File: src/rtl/wst2d_pkg.sv
// package for the weighted 2d stencil filter
// constants, config register indexes, sequencer states and a reach clamp helper
// no dependencies
package wst2d_pkg;

	localparam int MaxReach   = 2;
	localparam int MaxRow     = 1024;
	localparam int SampleBits = 16;
	localparam int Span       = 2 * MaxReach + 1;
	localparam int Taps       = Span * Span;
	localparam int Lines      = 2 * MaxReach;
	localparam int AccBits    = 40;
	localparam int ColBits    = $clog2(MaxRow);
	localparam int RowBits    = $clog2(Lines + 1);
	localparam int TapBits    = $clog2(Taps);
	localparam int SpanBits   = $clog2(Span);
	localparam int LineBits   = $clog2(Lines);
	localparam int CfgBits    = 16;
	localparam int CfgIdxBits = 3;

	typedef enum logic [CfgIdxBits-1:0] {
		REG_REACH_UP    = 3'd0,
		REG_REACH_DOWN  = 3'd1,
		REG_REACH_LEFT  = 3'd2,
		REG_REACH_RIGHT = 3'd3,
		REG_ROW_WIDTH   = 3'd4,
		REG_DIVISOR     = 3'd5
	} cfg_reg_t;

	typedef enum logic [2:0] {
		ST_IDLE,
		ST_LOAD,
		ST_SHIFT,
		ST_MAC,
		ST_DIV,
		ST_OUT
	} state_t;

	typedef logic signed [SampleBits-1:0] sample_t;

	function automatic logic [1:0] clamp_reach(input logic [1:0] r);
		return (r > 2'(MaxReach)) ? 2'(MaxReach) : r;
	endfunction

endpackage

File: src/rtl/wst2d_div.sv
// serial restoring divider: 40-bit signed dividend by 16-bit unsigned divisor
// truncates toward zero, saturates to 16 bits; depends on wst2d_pkg
module wst2d_div (
	input  logic                                  clk,
	input  logic                                  arst_n,
	input  logic                                  start,
	input  logic signed [wst2d_pkg::AccBits-1:0]  dividend,
	input  logic [15:0]                           divisor,
	output logic                                  done,
	output logic signed [15:0]                    quot,
	output logic                                  clip
);
	import wst2d_pkg::*;

	localparam int CntBits = $clog2(AccBits + 1);

	logic [AccBits-1:0] mag_q;
	logic [15:0]        rem_q;
	logic [15:0]        dsr_q;
	logic               neg_q;
	logic               busy_q;
	logic [CntBits-1:0] cnt_q;
	logic [16:0]        trial;
	logic [17:0]        diff;
	logic               big;
	logic signed [AccBits:0] sq;

	assign trial = {rem_q, mag_q[AccBits-1]};
	assign diff  = {1'b0, trial} - {2'b0, dsr_q};

	always_ff @(posedge clk or negedge arst_n) begin
		if (!arst_n) begin
			busy_q <= 1'b0;
			cnt_q  <= '0;
			done   <= 1'b0;
		end else begin
			done <= 1'b0;
			if (start) begin
				busy_q <= 1'b1;
				cnt_q  <= CntBits'(AccBits);
			end else if (busy_q) begin
				cnt_q <= cnt_q - 1'b1;
				if (cnt_q == CntBits'(1)) begin
					busy_q <= 1'b0;
					done   <= 1'b1;
				end
			end
		end
	end

	always_ff @(posedge clk) begin
		if (start) begin
			neg_q <= dividend[AccBits-1];
			mag_q <= dividend[AccBits-1] ? AccBits'(-dividend) : dividend;
			rem_q <= '0;
			dsr_q <= (divisor == '0) ? 16'd1 : divisor;
		end else if (busy_q) begin
			if (!diff[17]) begin
				rem_q <= diff[15:0];
				mag_q <= {mag_q[AccBits-2:0], 1'b1};
			end else begin
				rem_q <= trial[15:0];
				mag_q <= {mag_q[AccBits-2:0], 1'b0};
			end
		end
	end

	// magnitude below 2^40 after negation of min value reads as unsigned
	assign sq  = neg_q ? -$signed({1'b0, mag_q}) : $signed({1'b0, mag_q});
	assign big = (sq > 41'sd32767) || (sq < -41'sd32768);
	assign clip = big;
	assign quot = (sq > 41'sd32767) ? 16'sh7fff :
		(sq < -41'sd32768) ? 16'sh8000 : sq[15:0];

endmodule

File: config.mk
export PLATFORM = sky130hd
export DESIGN_NAME = wst2d_div
export DESIGN_NICKNAME = d
export VERILOG_FILES = /design/src/rtl/wst2d_pkg.sv /design/src/rtl/wst2d_div.sv
export SDC_FILE = /design/constraint.sdc
export NUM_CORES = 1
export LEC_CHECK = 0
export BUFFER_PORTS_ARGS = -buffer_cell sky130_fd_sc_hd__buf_2
export CORE_ASPECT_RATIO = 1.75
export CORE_MARGIN = 10
export CORE_UTILIZATION = 50
export CTS_CLUSTER_DIAMETER = 50
export DETAILED_ROUTE_END_ITERATION = 8
export GPL_TIMING_DRIVEN = 0
export PLACE_DENSITY = 0.84
export SLEW_MARGIN = 20
export SYNTH_ARGS = -nofsm -noshare
export SYNTH_HDL_FRONTEND = slang
export SYNTH_SLANG_ARGS = --single-unit
File: constraint.sdc
create_clock -name clk -period 4.35 [get_ports clk]
set_clock_uncertainty 0.05 [all_clocks]
set_input_delay 1.0875 -clock clk [delete_from_list [all_inputs] [get_ports clk]]
set_output_delay 1.0875 -clock clk [all_outputs]
set_load 0.01 [all_outputs]
==> metrics.txt <==
std cell rows=55; Post-Place Cell Area=about 7100 sq um; Slew headroom=44.82%; Synth Instances=roughly 770; diode count=0; Critical R2R Launch=mag_q[39]; total global routing overflow=0; Seq/Total Area, Yosys=34.24%; Clock Latency Late Sink=around 0.35 ns; final instance area=between 7000 and 8000 sq um; worst r2r dst=rem_q[7]; asr flop ratio synth=9.877%; Longest Clk Path Bufs=2; # IOs=77; Initial Util=50.66%; failing checks=negative setup slack; RSZ-0062 raised after global routing=yes; Worst R2R Setup Slack=0.32 ns; Nets=957; Cell Pwr Density=381.1 nW/um^2; vias per std cell=around 6.2; WL/cell=between 15 and 20 um; CTS root buffer=clkbuf_16; largest net degree at the start of global routing=41; area grow syn2layout=19.88%; max_cap viols=0; period utilisation layout=112.1%; total power=2.979 mW; Hold Path Class=flop to flop; Critical Path AT=about 3.7 ns; Die X=106.3 um; routability cong.=1.000; Hold Crit Endpoint=rem_q[15]; TritonCTS clock tree=yes; DIE AREA=18190 sq um; Clock Sinks=81; final core occ=around 61%; count leader, synth=nor2_1; non-filler cells in the finished layout=1053; length in cells of the worst reg-to-reg path=12; hold-critical path depth=1; Crit Path Category=flop to output port; Syn Nets=between 800 and 900; Port Buffer Count=76; synth cell count leaders=nor2_1, edfxtp_1, nand2_1, xor2_1, clkbuf_1; CTS buffer count=9; worst hold start=rem_q[15]; Final Hold Fails=0; Final WS setup=-0.5243 ns; Placed Cells=1019; worst slew pin tran=just over 0.8 ns; post-synth top area share=26.26%; drt drc=0; Startpoint Class=flop; VDD IR-drop max=0.2843 mV; YS warnings=0; initial antenna violation count=0; GRT Resource Usage Total=20.99%; ranking of synthesized cells by area=edfxtp_1, xor2_1, dfxtp_1, nor2_1, a21oi_1; CP Capture Type=output port; clock slew at the register clock pins of the worst setup and hold paths=about 0.070 ns; top_reg_cell synth=edfxtp_1; minimum clock period=4.874 ns; share of post-route cells with drive strength above 1=21.20%; status=complete, but fails checks; Detailed Routing Iterations Pass 1=7; Slew Limit Fails=0; vias in the first global route=6484; top cell type by total area after synthesis=edfxtp_1; Initial DRC Count=475; Yosys cell types=67; fmax=205.2 MHz; Post-synth EDFFs=57; CP Max Fanout=8; DP HPWL=14770 um; Antenna Nets Post-Route=0; Netlist Area Pre-Place=6519 sq um; Critical Path RT=3.21 ns; Die H=171.1 um; Lkg Pwr=about 3 nW; first-pass GRT wire length=about 30000 um; via count=6560; final wirelength=20030 um; CTS H-tree depth=3; Final setup viols=16; Syn Area/Cell=approximately 8.4 sq um; core box area=12870 sq um; Yosys reg bits=81
## flip-flops by register name, summed over array words and instances, names as in the netlist
name	count
rem_q	16
dsr_q	16
neg_q	1
done	1
cnt_q	6
mag_q	40
busy_q	1
## how the worst max path moves through the flow
stage	startpoint	endpoint	depth (start not counted)
after global routing	mag_q[6]	quot[7]	11
final	mag_q[6]	quot[12]	10
after floorplan	mag_q[6]	quot[10]	10
after global placement	mag_q[25]	quot[9]	11
after detailed placement	mag_q[25]	quot[13]	11
after CTS	mag_q[4]	quot[7]	11
## power breakdown
| group | leakage, nW | switching, mW | total [mW] | internal, mW |
|---|---|---|---|---|
| Clock | 0.130 | 0.326 | 0.716 | 0.390 |
| Combinational | 2.05 | 0.658 | 1.15 | 0.488 |
| Sequential | 0.803 | 0.143 | 1.12 | 0.974 |
## critical path, stage by stage, from the launching register on
cell	delay (ns)
edfxtp_1	0.41
or4_4	0.58
or3_4	0.44
or4_4	0.48
o21a_1	0.19
o32a_1	0.31
nor4b_2	0.27
a31o_2	0.32
buf_6	0.17
o21ai_1	0.07
buf_2	0.14
## metal layers
metal	track usage (%)	share of wire (%)	up-vias
met1	19.75	34	3068
met4	14.96	6.6	0
li1	-	-	3058
met5	0	0	-
met2	39.96	54	314
met3	3.089	5.7	120
## placed cells by master (no fill, tap or decap), drive strengths merged, types with 20 or more instances in the layout
master	count
a21oi	50
buf	104
clkbuf	63
edfxtp	57
ha	20
inv	35
nand2	56
nor2	80
o21ai	53
or3	21
xor2	56
## through the flow
stage	TNS (ns)	hold WS, ns	worst slack (ns)
finish	-7.712	0.4495	-0.5243
CTS	-8.224	0.4498	-0.5510
global route	-10.35	0.4776	-0.6836
global placement	-9.204	0.4279	-0.6340
detailed placement	-10.21	0.4359	-0.7158
floorplan	-0.1677	0.4046	-0.03014
## cell families after synthesis
kind of cell / after synthesis / share of synthesized area [%]
compound gates: 200 / 20.48
xor+xnor: 75 / 10.08
fa+ha+maj: 21 / 4.146
buf+inv: 98 / 5.720
flops: 81 / 34.24
mux: 21 / 3.397
simple gates: 276 / 21.94
## area by class of cell
cell class              count  area, sq um
fillers                  1100         5054
multi-input cells         593         4148
flip-flops and latches     81         2232
repair buffers             98        561.8
plain buffers              60        252.7
clock buffers               9        225.2
well taps                 171        214.0
inverters                  34        127.6
clock inverters             7        53.80
## what timing repair did
action                                  CTS  global route
hold buffers                              0             0
setup buffers                             8            12
pin swaps                                16            14
resized for setup                        39            29
endpoints found under the setup margin   16            16
gates cloned                              2             0
No activity file was read; power rests on OpenSTA's default activity.
